===== src/rtl/hss_pkg.sv =====
// Package with shared types and constants of the Hilbert spatial sort block.
package hss_pkg;

  localparam int MAX_FEATURES_DEF = 64;
  localparam int CURVE_ORDER_DEF  = 16;
  localparam int COORD_W          = 32;
  localparam int SUM_W            = 33;
  localparam int KEY_W            = 32;
  localparam int IDX_W            = 6;
  localparam int CELL_W           = 16;
  localparam int NUM_W            = 50;
  localparam int DIV_STEPS        = 16;

  typedef struct packed {
    logic             valid;
    logic             flag;
    logic [KEY_W-1:0] key;
    logic [IDX_W-1:0] idx;
  } hss_entry_t;

  typedef enum logic [2:0] {
    S_LOAD,
    S_READ,
    S_PREP,
    S_DIV,
    S_HLD,
    S_HIL,
    S_INS,
    S_OUT
  } hss_state_t;

endpackage


===== src/rtl/hss_grid_div.sv =====
// Grid cell unit: clamps a centre into the extent and divides bit by bit.
module hss_grid_div
  import hss_pkg::*;
(
  input  logic                      clk,
  input  logic                      start,
  input  logic                      step,
  input  logic signed [SUM_W-1:0]   sum,
  input  logic signed [COORD_W-1:0] lo,
  input  logic signed [COORD_W-1:0] hi,
  output logic [CELL_W-1:0]         grid_idx
);

  logic [NUM_W-1:0]  rem_r, rem_nxt;
  logic [NUM_W-1:0]  dsh_r, dsh_nxt;
  logic [CELL_W-1:0] q_r, q_nxt;
  logic              zero_r, zero_nxt;

  logic signed [34:0] w;
  logic signed [34:0] w2;
  logic signed [34:0] d;
  logic [33:0]        dcl;
  logic               ge;

  always_comb begin
    w   = 35'(hi) - 35'(lo);
    w2  = w <<< 1;
    d   = 35'(sum) - (35'(lo) <<< 1);
    if (d < 0) begin
      dcl = '0;
    end else if (d > w2) begin
      dcl = w2[33:0];
    end else begin
      dcl = d[33:0];
    end
    ge       = rem_r >= dsh_r;
    rem_nxt  = rem_r;
    dsh_nxt  = dsh_r;
    q_nxt    = q_r;
    zero_nxt = zero_r;
    if (start) begin
      // 65534 * d is formed as 65536 * d - 2 * d.
      rem_nxt  = (NUM_W'(dcl) << 16) - (NUM_W'(dcl) << 1) + NUM_W'(w[33:0]);
      dsh_nxt  = NUM_W'(w2[33:0]) << (DIV_STEPS - 1);
      q_nxt    = '0;
      zero_nxt = (w <= 0);
    end else if (step) begin
      rem_nxt = ge ? (rem_r - dsh_r) : rem_r;
      dsh_nxt = dsh_r >> 1;
      q_nxt   = {q_r[CELL_W-2:0], ge};
    end
  end

  always_ff @(posedge clk) begin
    rem_r  <= rem_nxt;
    dsh_r  <= dsh_nxt;
    q_r    <= q_nxt;
    zero_r <= zero_nxt;
  end

  assign grid_idx = zero_r ? '0 : q_r;

endmodule


===== config.mk =====
export PLATFORM = sky130hd
export DESIGN_NAME = hss_grid_div
export DESIGN_NICKNAME = d
export VERILOG_FILES = /design/src/rtl/hss_pkg.sv /design/src/rtl/hss_grid_div.sv
export SDC_FILE = /design/constraint.sdc
export NUM_CORES = 1
export LEC_CHECK = 0
export BUFFER_PORTS_ARGS = -buffer_cell sky130_fd_sc_hd__buf_4
export CAP_MARGIN = 20
export CORE_MARGIN = 2
export CORE_UTILIZATION = 55
export CTS_CLUSTER_DIAMETER = 40
export CTS_CLUSTER_SIZE = 25
export DETAILED_ROUTE_END_ITERATION = 8
export GPL_TIMING_DRIVEN = 0
export MAX_ROUTING_LAYER = met4
export PLACE_DENSITY = 0.76
export REMOVE_ABC_BUFFERS = 1
export SYNTH_ARGS = -nofsm -noshare
export SYNTH_HDL_FRONTEND = slang
export SYNTH_SLANG_ARGS = --single-unit

===== constraint.sdc =====
create_clock -name clk -period 21.8 [get_ports clk]
set_input_delay 1.09 -clock clk [delete_from_list [all_inputs] [get_ports clk]]
set_output_delay 1.09 -clock clk [all_outputs]
set_load 0.005 [all_outputs]

==> qor.yml <==
routing:
  avgRoutedWirePerCell_um: 18.0
  vias_per_cell: 5.95
  vias: 14000
  first_pass_iters: 8
  drc: 0
  drtAntennaViolNets: 0
  drt_iter0_drc: 1183
  drt_wl_total_mm: 42.3
timing:
  worstMarginPinSlew_ns: 0.870
  tns_ns: 0
  fin_crit_sh_pct: 50.6
  slew_violations: 0
  rsz0062_at_grt: "false"
  clock-skew-final_ns: 0.0167
  setup_viol: 0
  fmax_mhz: 90.7
  maxSlewHeadroom_pct: 41.8
  hold_viol_final: 0
  period_needed_ns: 11.03
synthesis:
  ys_async_sr_fraction_pct: 0
  synth_area_per_cell_um2: 8.11
  ys_ff_latch: 116
  yosys.area_share.simple_pct: 16.2
  ys.flop_type: "edfxtp_1"
  synth_area_um2: 15200
  synthXorXnorAreaFrac_pct: 8.67
  synthCells: 1880
  synth_edf_count: 84
  synth_adder_area_share_pct: 19.7
  synth_mux_area_share_pct: 4.51
  synth_top_family_by_area: "compound AO/OA/AOI/OAI gates"
  ys_types: 78
  synth-compound-area-share_pct: 24.6
  seq_area_frac_synth_pct: 20.8
  yosysWarnings: 0
finish:
  n_antenna_cell: 0
  nNetsFinal: 2295
  final_cell_mix: "ha_1, a21oi_1, inv_1"
  drive_above_1_share_pct: 10.0
  layout_commonest_cell: "ha_1"
  area_growth_pct: 12.4
  design_area_um2: 17100
power_and_ir_drop:
  ir_drop_mv: 0.0883
  power_density_nw_per_um2: 158
  p_leak_nw: 8.08
floorplan:
  start_util_pct: 56.2
  die_h_um: 170
  core_um2: 27100
  chipWidth_um: 170
  die-area_um2: 29100
  rows: 60
  boundaryPins: 116
critical_path:
  critPathCaptureType: "flop"
  cp_slowest_stage_delay_ns: 0.59
  cp_max_fo: 32
  crit_path_start_kind: "input pin"
  crit_type: "in -> reg"
  cp.arrival_ns: 11.18
  critPathSlowestCell: "o211ai_2"
  critPathRequiredTime_ns: 21.96
clock_network:
  cts_buffers: 17
  ctsResizeCount: 0
  cts_sinks: 116
  clk_path_buf_depth: 2
  postCtsSetupBuffers: 0
  h-tree-depth: 4
  root_buffer: "clkbuf_16"
  cts_tree: "yes"
  clock_latency_ns: 0.42
  postCtsHoldBufs: 0
  path_clk_slew_ns: 0.05
placement:
  dpl.hpwl_mm: 34.0
  portBuffers: 115
  postPlaceCellArea_um2: 16500
  gp_congestion: 0.997
outcome:
  status: "finished, final reports clean"
global_routing:
  antenna_found_initial: 0
  overflow: 0
  track_usage_pct: 29.9
  grt_start_max_net_pins: 106
  grt_pass1_wl_mm: 67.5
  grt_pass1_vias: 13600
hold_path:
  min_path_type: "reg -> reg"
flow_run:
  drv_cap: 0
-- metal layers --
metal,routed length [µm],track usage (%),up-vias
li1,-,-,6955
met2,19200,48.0,486
met1,19500,39.7,6475
met5,0,-,-
met4,1320,10.3,0
met3,2320,2.88,77
-- layout make-up --
type / instances / area (µm²)
Sequential cell: 116 / 3160
Inverter: 160 / 601
Multi-Input combinational cell: 1552 / 11300
Fill cell: 2424 / 9960
Clock buffer: 18 / 429
Tap cell: 372 / 465
Clock inverter: 14 / 226
Timing Repair Buffer: 121 / 993
-- through the flow --
step                hold WS [ns]  utilization, %  cells  worst slack, ns  power, W
floorplan                  0.452               -   1828            11.99   0.00187
global placement           0.468            60.2   2315             9.36   0.00230
detailed placement         0.476            60.7   2320            10.53   0.00233
CTS                        0.490            63.1   2352            10.94   0.00267
global route               0.527            63.2   2353            10.15   0.00293
finish                     0.485            63.2   2353            10.77   0.00271
-- cells in the mapped netlist, types with 7 or more instances --
cell type | number | share of area [%]
and2_1 | 24 | 0.99
a21oi_1 | 190 | 6.2
o21ai_0 | 139 | 4.6
nand2b_1 | 20 | 0.82
nor3_1 | 16 | 0.53
fa_1 | 20 | 2.6
o21bai_1 | 20 | 0.99
nand2_1 | 156 | 3.8
dfxtp_1 | 32 | 4.2
xnor2_1 | 93 | 5.3
xor2_1 | 56 | 3.2
nand4_1 | 25 | 1.0
o211a_1 | 7 | 0.46
clkbuf_1 | 40 | 0.99
a31oi_1 | 18 | 0.74
o211ai_1 | 8 | 0.39
or3_1 | 9 | 0.37
inv_1 | 160 | 3.9
nand3_1 | 42 | 1.4
nor2_1 | 130 | 3.2
ha_1 | 207 | 17
o21a_1 | 19 | 0.94
edfxtp_1 | 84 | 17
a21o_1 | 107 | 5.3
o31ai_1 | 10 | 0.49
nor2b_1 | 41 | 1.7
mux2i_1 | 45 | 3.0
nor4_1 | 7 | 0.29
mux2_4 | 12 | 1.2
and3_1 | 16 | 0.66
a21boi_0 | 9 | 0.44
a211oi_1 | 12 | 0.59
-- critical path: cells and delay by family --
kind / cells / cell delay, ns
AOI/OAI and AO/OA: 18 / 4.70
buffers and inverters: 3 / 0.40
xor gates and xnor gates: 2 / 0.73
adders and majority gates: 5 / 1.73
and+or+nand+nor: 9 / 2.39
muxes: 1 / 0.11
-- report_power, final --
part | switching [W] | total (W) | internal (W)
Clock | 0.000110 | 0.000314 | 0.000204
Sequential | 0.0000243 | 0.000372 | 0.000348
Combinational | 0.00119 | 0.00202 | 0.000830
Total | 0.00133 | 0.00271 | 0.00138
-- state kept, by name (all words and copies together), names as in the netlist --
signal / count
q_r: 16
dsh_r: 49
rem_r: 50
zero_r: 1
-- cell families (layout without fill, tap and decap cells) --
logic type	Yosys count	in the layout
AOI/OAI and AO/OA	598	598
adders and majority gates	228	228
DFF	116	116
and+or+nand+nor	514	514
muxes	62	62
buffers and inverters	212	313
xor gates and xnor gates	150	150
-- path summary, 6_finish.rpt --
| path | from | endpoint | slack (ns) | cells after the start |
|---|---|---|---|---|
| hold reg to reg | q_r[15]$_SDFFE_PP0P_ | q_r[15]$_SDFFE_PP0P_ | 0.49 | 2 |
| setup / recovery | lo[1] | rem_r[37]$_DFFE_PP_ | 10.77 | 38 |
| setup reg to reg | rem_r[0]$_DFFE_PP_ | rem_r[17]$_DFFE_PP_ | 16.60 | 16 |
| hold / removal | q_r[15]$_SDFFE_PP0P_ | q_r[15]$_SDFFE_PP0P_ | 0.49 | 2 |
No activity file was read; power rests on OpenSTA's default activity.
