[src/rtl/hss_pkg.sv]
// Package with shared types and constants of the Hilbert spatial sort block.
package hss_pkg;

  localparam int MAX_FEATURES_DEF = 64;
  localparam int CURVE_ORDER_DEF  = 16;
  localparam int COORD_W          = 32;
  localparam int SUM_W            = 33;
  localparam int KEY_W            = 32;
  localparam int IDX_W            = 6;
  localparam int CELL_W           = 16;
  localparam int NUM_W            = 50;
  localparam int DIV_STEPS        = 16;

  typedef struct packed {
    logic             valid;
    logic             flag;
    logic [KEY_W-1:0] key;
    logic [IDX_W-1:0] idx;
  } hss_entry_t;

  typedef enum logic [2:0] {
    S_LOAD,
    S_READ,
    S_PREP,
    S_DIV,
    S_HLD,
    S_HIL,
    S_INS,
    S_OUT
  } hss_state_t;

endpackage

[src/rtl/hss_sort_cell.sv]
// One cell of the insertion sort chain; also shifts toward the head on output.
module hss_sort_cell
  import hss_pkg::*;
(
  input  logic       clk,
  input  logic       rst_n,
  input  logic       ins,
  input  logic       shift,
  input  hss_entry_t new_e,
  input  hss_entry_t prev_e,
  input  logic       prev_p,
  input  hss_entry_t next_e,
  output hss_entry_t cur_e,
  output logic       p
);

  hss_entry_t cur_r, cur_nxt;

  // The new entry goes ahead if the cell is empty, if only it is flagged, or if
  // both are flagged and it is lower; equal keys stay in arrival order.
  assign p = !cur_r.valid ||
             (new_e.flag && (!cur_r.flag || (new_e.key < cur_r.key)));

  always_comb begin
    cur_nxt = cur_r;
    if (ins && p) begin
      cur_nxt = prev_p ? prev_e : new_e;
    end else if (shift) begin
      cur_nxt = next_e;
    end
  end

  always_ff @(posedge clk) begin
    if (!rst_n) begin
      cur_r <= '0;
    end else begin
      cur_r <= cur_nxt;
    end
  end

  assign cur_e = cur_r;

endmodule

[config.mk]
export PLATFORM = sky130hd
export DESIGN_NAME = hss_sort_cell
export DESIGN_NICKNAME = d
export VERILOG_FILES = /design/src/rtl/hss_pkg.sv /design/src/rtl/hss_sort_cell.sv
export SDC_FILE = /design/constraint.sdc
export NUM_CORES = 1
export LEC_CHECK = 0
export ABC_AREA = 1
export BUFFER_PORTS_ARGS = -buffer_cell sky130_fd_sc_hd__buf_2
export CAP_MARGIN = 0
export CORE_MARGIN = 4
export CORE_UTILIZATION = 44
export CTS_BUF_LIST = sky130_fd_sc_hd__clkbuf_16
export CTS_CLUSTER_SIZE = 8
export DETAILED_ROUTE_END_ITERATION = 10
export GPL_TIMING_DRIVEN = 0
export PLACE_DENSITY_LB_ADDON = 0.2
export SYNTH_ARGS = -nofsm -noshare
export SYNTH_HDL_FRONTEND = slang
export SYNTH_SLANG_ARGS = --single-unit
[constraint.sdc]
create_clock -name clk -period 3.6 [get_ports clk]
set_input_delay 0.18 -clock clk [delete_from_list [all_inputs] [get_ports clk]]
set_output_delay 0.18 -clock clk [all_outputs]
set_load 0.05 [all_outputs]
==> impl_summary.md, run 1 <==
Run status
The run finished with clean final reports.

Setup path
The signal on the critical path passes through inv_1 -> ha_1 -> a21oi_1 -> nor2_1 -> nor3_1 -> a21oi_1 -> nor2_1 -> nand2_1 -> nand2_1 -> nand2_1 -> nand2_4 -> buf_2 -> buf_2. The endpoint identified for the worst register-to-register timing path is cur_e[12]$_SDFFE_PN0P_. The critical path's most frequent cell is sky130_fd_sc_hd__nand2_1. The count of cells along the worst register-to-register path is 16. The critical path data arrival time is 2.43 ns. The slowest cell on the critical path is sky130_fd_sc_hd__dfxtp_1.

For this run, the slowest stage of the critical path takes 0.36 ns. Together, buffers and inverters on the worst path number 3. Of all nets on the critical path, the largest fanout is 10. The worst setup path is launched from a flip-flop. The reg-to-reg startpoint is cur_e[37]$_SDFFE_PN0P_. The worst setup slack for register-to-register paths is 1.30 ns.

The top cell family by delay on the critical path is simple AND/OR/NAND/NOR gates. For the worst setup path, the data required time is 3.42 ns. The endpoint type of the worst setup path is an output port. The critical path is of the reg2out type.

CTS
Clock-pin slew was measured on the worst setup and hold paths at 0.06 ns. Clock tree synthesis inserted a total of 5 buffers. TritonCTS built the clock tree. Clock latency on the worst-skew pair, taken at its later pin, is 0.28 ns. The count of H-tree levels built during CTS is 2.

The cell chosen for the clock root is sky130_fd_sc_hd__clkbuf_16. The tree built by TritonCTS fans out to 40 sinks. Hold repair after CTS inserted 0 buffers.

No sink is reached through more buffers than the 2 on the longest clock path. The buffer count from post-CTS setup fixing is 0. The post-cts repair resize count is 0.

Finish
For this run, the share of the core covered by cells in the final layout is 60.4%. The register with the most flip-flops in the layout has 40 of them. The final non-filler cell area is 4380 µm². 0 antenna diodes ended up in the layout. The area added between synthesis and finish is 33.4%. The share of layout cells above drive strength 1 is 27.8%. The final layout contains 817 nets.

Synth
The commonest cells after synthesis are sky130_fd_sc_hd__nand2_1 (149), sky130_fd_sc_hd__nand3_1 (81), sky130_fd_sc_hd__a21oi_1 (56). The post-synth design cell area is 3290 µm². Counting distinct cell types in the post-synthesis netlist gives 21. The portion of the post-synthesis area used by sequential elements is 24.4%. Synthesis produced a netlist whose cell count is 492. The share of flip-flops with an asynchronous set or reset after synthesis is 0%. The net count of the mapped netlist is 648. The most repeated cell in the gate-level netlist after synthesis is sky130_fd_sc_hd__nand2_1. The number of enable-type register cells in the synthesized netlist is 0.

In the synthesized netlist the dominant register cell turns out to be sky130_fd_sc_hd__dfxtp_1. The largest total area in the synthesized netlist belongs to sky130_fd_sc_hd__dfxtp_1. During synthesis, Yosys emitted a total of 0 warnings. In the post-synthesis netlist, the biggest area contributors are sky130_fd_sc_hd__dfxtp_1 (24%), sky130_fd_sc_hd__nand2_1 (17%), sky130_fd_sc_hd__nand3_1 (12%). The area fraction of the dominant cell type after synthesis is 24.4%. In this run, synthesis produced a sequential element count of 40. The average instance in the mapped netlist occupies 6.68 µm².

Floorplanning
The total area inside the core boundary comes to 7250 µm². The number of standard-cell rows in the floorplan is 31. The height of the die is 94.4 µm. The area of the die is 8920 µm². The floorplan step set the die width to 94.4 µm. In this run the count of I/O pins placed on the die edge is 166. Once the floorplan was initialized, standard cells occupied 45.3% of the core.

Routing
The routed design has 10.4 mm of wire. The mean routed wirelength per cell is 13.7 µm. After detailed routing, the number of vias per cell comes to 5.04. The number of search-and-repair iterations in the first detailed-routing pass is 5.

The detailed router placed 3838 vias in this run. The DRC marker count from the first detailed-route iteration is 71. In the routed design, unresolved DRC markers number 0.

The number of nets with antenna violations after detailed routing is 0.

Global routing
The global-route met2 utilization is 41.7%. Global routing finished with a remaining overflow of 0. The wire length of the first global-routing pass is 16.4 mm. In the global route stage, met3 resource usage came out at 4.38%. The number of global-route vias before repair is 3651.

The pin count of the biggest net entering global routing is 13. The initial antenna violation count is 0. The routing usage on met1 is 27.7%. After global routing, the most crowded layer is met2. Global routing used 22.8% of the available tracks.

STA
At the pin with the least slew margin, the transition time is 0.794 ns. The setup TNS after final layout is 0 ns. The number of hold-slack violations in the final timing report was 0.

The smallest hold slack is 0.227 ns. Setup violations remaining at the end of the flow were counted as 0. The upper clock frequency limit is 0.383 GHz. The worst slew margin relative to its limit is 47.1%. The final count of pins violating max slew came to 0.

Setup repair after global routing left no endpoint under its margin. The ratio of final minimum period to clock period is 72.5%. The post-route minimum period is 2.61 ns. The setup skew after layout is 0.00702 ns.

Pwr
Power spread over the standard cell area amounts to 368 nW/µm². Internal power comes to 1.02 mW. The worst-case IR drop observed on VDD is 0.000179 V. In this run the static leakage power is 2.43 nW. The net switching fraction of the power is 36.9%.

The net switching power figure is 0.596 mW. The clock network is responsible for 30.4% of the overall power. The design draws 1.62 mW. The combinational share of power is 37.7%. The power share of the sequential group is 31.9%.

Run
Max-cap violations in this run came to 0.

Min path
The tightest min-delay check is of the in2reg type. The capture endpoint of the worst hold path is cur_e[5]$_SDFFE_PN0P_. In this run the most critical hold path is launched from next_e[5].

The worst hold path was traced through 5 stages.

Place
Once placement finished, the instance area stood at 4220 µm². The post-DP HPWL is 8.15 mm. The number of buffer cells added on primary ports is 162. The weighted congestion at the end of routability-driven global placement is 0.791.
[placed cells by master, fill, tap and decap left out, drive strengths merged]
| master | netlist | final |
|---|---|---|
| nor2 | 6 | 6 |
| inv | 42 | 42 |
| o21ai | 4 | 4 |
| a21oi | 56 | 56 |
| o211ai | 1 | 1 |
| nand2 | 151 | 151 |
| buf | 13 | 175 |
| bufinv | 0 | 1 |
| clkbuf | 22 | 27 |
| nor4 | 1 | 1 |
| clkinv | 0 | 2 |
| mux2i | 39 | 39 |
| ha | 31 | 31 |
| dfxtp | 40 | 40 |
| nand3 | 81 | 81 |
| nand4 | 2 | 2 |
| nor3 | 3 | 3 |
[worst reg2reg max path: stages, from the launching register on]
cell                      delay, ns
sky130_fd_sc_hd__dfxtp_1       0.35
sky130_fd_sc_hd__inv_1         0.05
sky130_fd_sc_hd__ha_1          0.30
sky130_fd_sc_hd__nand2_1       0.09
sky130_fd_sc_hd__nor2_2        0.13
sky130_fd_sc_hd__nand4_1       0.17
sky130_fd_sc_hd__nor4_2        0.21
sky130_fd_sc_hd__nand2_1       0.08
sky130_fd_sc_hd__nand2_1       0.06
sky130_fd_sc_hd__nand2_1       0.04
sky130_fd_sc_hd__nand2_1       0.09
sky130_fd_sc_hd__nand2_4       0.10
sky130_fd_sc_hd__nand2_8       0.11
sky130_fd_sc_hd__buf_4         0.20
sky130_fd_sc_hd__nand2_1       0.07
sky130_fd_sc_hd__nand2_1       0.06
sky130_fd_sc_hd__a21oi_1       0.06
[per-stage QoR]
step           setup WS (ns)  std cells
2_1_floorplan           1.13        492
3_3_place_gp            1.29        753
3_5_place_dp            1.27        753
4_1_cts                0.953        761
5_1_grt                0.800        761
6_report               0.989        761
[metal layers]
metal	share of wire [%]	routed length [µm]	vias up
met3	8.4	872	8
met2	50	5260	150
met4	1.0	106	0
li1	-	-	1972
met1	40	4190	1708
met5	0	0	-
[worst max-delay path by stage]
stage	startpoint	end	slack [ns]	cells after the start
2_1_floorplan	cur_e[11]$_SDFFE_PN0P_	cur_e[11]$_SDFFE_PN0P_	1.13	17
3_3_place_gp	cur_e[27]$_SDFFE_PN0P_	p	1.29	13
3_5_place_dp	cur_e[27]$_SDFFE_PN0P_	p	1.27	13
4_1_cts	cur_e[27]$_SDFFE_PN0P_	p	0.95	13
5_1_grt	cur_e[27]$_SDFFE_PN0P_	p	0.80	13
6_report	cur_e[27]$_SDFFE_PN0P_	p	0.99	13
[power groups by stage]
stage               logic, mW  registers [mW]  clock network (mW)
floorplan               0.281           0.663                   0
global route            0.672           0.522               0.523
detailed placement      0.612           0.525                   0
global placement        0.601           0.523                   0
finish                  0.609           0.516               0.491
CTS                     0.615           0.515               0.499
[cell type report]
type                    instances  area [µm²]
plain buffers                  35         181
clock buffers                   5         125
clock inverters                 3        37.5
flip-flops and latches         40         801
repair buffers                162         811
well taps                      99         124
fillers                       741        2870
inverters                      42         158
multi-input cells             375        2150
[cells by family after synthesis]
kind of cell               share of synthesized area (%)
AOI/OAI and AO/OA                                   9.36
adders and majority gates                           11.8
buffers and inverters                               10.3
DFF                                                 24.4
muxes                                               11.9
and+or+nand+nor                                     32.3
Note: power is estimated with default switching activity, not from simulation.
==> run 2, diff against run 1 <==
Clock period 3.6 ns to 2.5 ns, I/O delays scaled along.
==> impl_summary.md, run 2 (synthesis results as in run 1) <==
Floorplanning
The height of the die was 94.4 µm (unchanged). The die width is 94.4 µm (unchanged). The area of the die was 8920 µm² (unchanged). The number of top-level pins is 166 (unchanged).

The area of the core region is 7250 µm² (unchanged). The number of standard-cell rows in the floorplan is 31 (unchanged). The starting density of the core came to 45.3% (unchanged).

Run status
Run status: complete, no violations (unchanged).

Routing
The mean routed wirelength per cell was 14.6 µm (was 13.7 µm). The DRC marker count from the first detailed-route iteration came to 141 (was 71). The number of nets with antenna violations after detailed routing is 0 (unchanged). The residual DRC count is 0 (unchanged).

The routed wire length is 11.3 mm (was 10.4 mm). The number of search-and-repair iterations in the first detailed-routing pass is 4 (was 5). The number of vias per cell after detailed routing is 5.09 (was 5.04).

The count of vias placed by the detailed router was 3938 (was 3838).

STA
The worst path setup slack after routing came to 0.151 ns (was 0.989 ns). The worst slew margin relative to its limit is 40.7% (was 47.1%). The ratio of final minimum period to clock period is 94.0%. The smallest hold slack is 0.174 ns (was 0.227 ns). The post-route minimum period is 2.35 ns. The worst-margin pin slew is 0.889 ns (was 0.794 ns). The upper clock frequency limit is 0.426 GHz. The setup skew after layout is 0.00629 ns (was 0.00702 ns). The number of hold-slack violations in the final timing report came to 0 (unchanged). The total of endpoints with negative setup slack in the final report was 0 (unchanged). The final count of pins violating max slew came to 0 (unchanged).

CTS
The clock-pin slew on the worst setup and hold paths was 0.06 ns (about the same). The number of buffers inserted for hold repair after clock tree synthesis is 0 (unchanged). The cell chosen for the clock root is sky130_fd_sc_hd__clkbuf_16 (unchanged). The number of buffers created by CTS came to 5 (unchanged).

The total clock sinks is 40 (unchanged). The clock tree from TritonCTS is yes (unchanged). The buffer depth of the longest clock path is 2 (unchanged). The source-to-sink clock delay at the later pin of the worst-skew pair is 0.28 ns (about the same). The count of H-tree levels built during CTS was 2 (unchanged).

Global routing
The residual overflow from global routing is 0 (unchanged). The number of global-route vias before repair is 3644 (was 3651). The initial antenna violation count came to 0 (unchanged). The pin count of the biggest net entering global routing is 16 (was 13).

The total global-route track usage was 22.9% (was 22.8%). The wire length of the first global-routing pass is 16.4 mm (about the same).

Setup path
The slowest cell on the critical path is sky130_fd_sc_hd__dfxtp_2 (was sky130_fd_sc_hd__dfxtp_1). The reg-to-reg startpoint is cur_e[34]$_SDFFE_PN0P_ (was cur_e[37]$_SDFFE_PN0P_). The critical path's largest stage delay is 0.34 ns (was 0.36 ns). The largest driver fanout on the critical path is 7 (was 10).

The critical path data arrival time is 2.55 ns (was 2.43 ns). The endpoint type of the worst setup path is a flip-flop (was output port). The capturing element of the worst setup path is cur_e[32]$_SDFFE_PN0P_ (was p). The worst setup slack for register-to-register paths is 0.15 ns (was 1.30 ns). Cell chain of the critical path: inv_2 -> ha_4 -> nand2_1 -> nor2_2 -> nand4_1 -> nor4_2 -> nand2_1 -> nand2_1 -> nand2_2 -> nand2_4 -> nand2_8 -> nand2_8 -> clkbuf_16 -> nand3_1 -> a21oi_1 (was inv_1 -> ha_1 -> a21oi_1 -> nor2_1 -> nor3_1 -> a21oi_1 -> nor2_1 -> nand2_1 -> nand2_1 -> nand2_1 -> nand2_4 -> buf_2 -> buf_2). The type of origin of the critical path is a flip-flop (unchanged).

The critical path's most frequent cell is sky130_fd_sc_hd__nand2_1 (unchanged). The endpoint of the most critical register-to-register path was cur_e[32]$_SDFFE_PN0P_ (was cur_e[12]$_SDFFE_PN0P_). The required time at the worst-slack endpoint came to 2.70 ns (was 3.42 ns). The count of cells along the worst register-to-register path is 15 (was 16). The startpoint of the most critical setup path was cur_e[34]$_SDFFE_PN0P_ (was cur_e[27]$_SDFFE_PN0P_). The type of the setup path with the least slack is reg2reg (was reg2out).

Finish
The flip-flop count of the largest register, all copies and words added is 40 (unchanged). The layout net count is 830 (was 817). The share of layout cells above drive strength 1 is 32.0% (was 27.8%). The flip-flop and latch area came to 807 µm² (was 801 µm²).

The area added between synthesis and finish is 44.2% (was 33.4%). The non-filler instance count after layout is 774 (was 761). The combined area of the multi-input logic cells is 2270 µm² (was 2150 µm²). The commonest non-fill, non-tap cell in the layout is sky130_fd_sc_hd__buf_2 (unchanged). Most frequent cells in the layout: sky130_fd_sc_hd__buf_2 (161), sky130_fd_sc_hd__nand2_1 (146), sky130_fd_sc_hd__nand3_1 (81) (was sky130_fd_sc_hd__buf_2 (166), sky130_fd_sc_hd__nand2_1 (149), sky130_fd_sc_hd__nand3_1 (81)). The final-layout fill cell count is 700 (was 741).

The number of inserted diodes was 0 (unchanged).

Pwr
The power density over the cells is 515 nW/µm² (was 368 nW/µm²). The largest voltage drop on the vdd net is 0.000252 V (was 0.000179 V). The reported leakage power was 2.56 nW (was 2.43 nW). The power after layout is 2.44 mW (was 1.62 mW).

Place
The number of buffer cells added on primary ports came to 162 (unchanged). The post-DP HPWL is 8.15 mm (unchanged). The weighted congestion at the end of routability-driven global placement is 0.791 (unchanged). The number of cells in the design after placement was 753 (unchanged).

The setup slack at placement was 0.221 ns (was 1.27 ns).

Min path
The class of the worst hold path was in2reg (unchanged).

Run
The number of maximum-capacitance constraint violations is 0 (unchanged).
## run 2: cell types whose count changed in the layout (fill, tap and decap cells not counted), moves of 4 or more
cell,before,now
sky130_fd_sc_hd__buf_4,4,8
sky130_fd_sc_hd__buf_8,0,8
sky130_fd_sc_hd__dfxtp_1,40,35
sky130_fd_sc_hd__buf_2,166,161
sky130_fd_sc_hd__clkbuf_16,5,10
sky130_fd_sc_hd__dfxtp_2,0,5
## run 2: worst min path at each step
| stage | depth (start not counted) | from | endpoint | slack [ns] |
|---|---|---|---|---|
| global placement | 5 | next_e[12] | cur_e[12]$_SDFFE_PN0P_ | 0.46 |
| finish | 5 | next_e[5] | cur_e[5]$_SDFFE_PN0P_ | 0.17 |
| CTS | 5 | next_e[7] | cur_e[7]$_SDFFE_PN0P_ | 0.17 |
| global route | 5 | next_e[5] | cur_e[5]$_SDFFE_PN0P_ | 0.18 |
| detailed placement | 5 | next_e[7] | cur_e[7]$_SDFFE_PN0P_ | 0.46 |
| floorplan | 4 | next_e[0] | cur_e[0]$_SDFFE_PN0P_ | 0.35 |
## run 2: layout make-up
type	instances	share of cell area, %
multi-input cells	378	48.0
repair buffers	173	20.8
flip-flops and latches	40	17.0
plain buffers	34	4.83
inverters	42	3.33
clock buffers	5	2.64
well taps	99	2.61
clock inverters	3	0.792
## run 2: repair_timing
item | CTS | global route
endpoints found under the setup margin | 1 | 41
gates resized for setup | 1 | 41
endpoints found under the hold margin | 0 | 0
pin swaps | 0 | 17
gates cloned | 0 | 8
setup buffers | 0 | 6
## run 2: metal layers
layer / wire length (µm) / track usage (%) / part of all wire [%] / vias up
met1: 4570 / 27.9 / 41 / 1769
met3: 797 / 4.30 / 7.1 / 14
li1: - / - / - / 2009
met4: 167 / 4.33 / 1.5 / 0
met5: 0 / 0 / 0 / -
met2: 5730 / 41.8 / 51 / 146
## run 2: critical path: cells and delay by family, from the launching register on
family / cells / cell delay (ns)
compound gates: 1 / 0.16
fa+ha+maj: 1 / 0.25
buf+inv: 2 / 0.21
flops: 1 / 0.34
simple gates: 11 / 1.30
## run 2: power by group
part           internal [mW]  switching [mW]  total (mW)  leakage [nW]
sequential             0.699          0.0465       0.746         0.335
combinational          0.372           0.610       0.982          2.14
clock                  0.464           0.249       0.713        0.0789
total                   1.54           0.905        2.44          2.56
## run 2: per-stage QoR
step / util, % / area, µm² / TNS (ns)
after floorplan: - / 3290 / 0
after global placement: 58.2 / 4220 / 0
after detailed placement: 58.2 / 4220 / 0
after CTS: 60.4 / 4380 / 0
after global routing: 65.4 / 4740 / -0.310
final: 65.4 / 4740 / 0
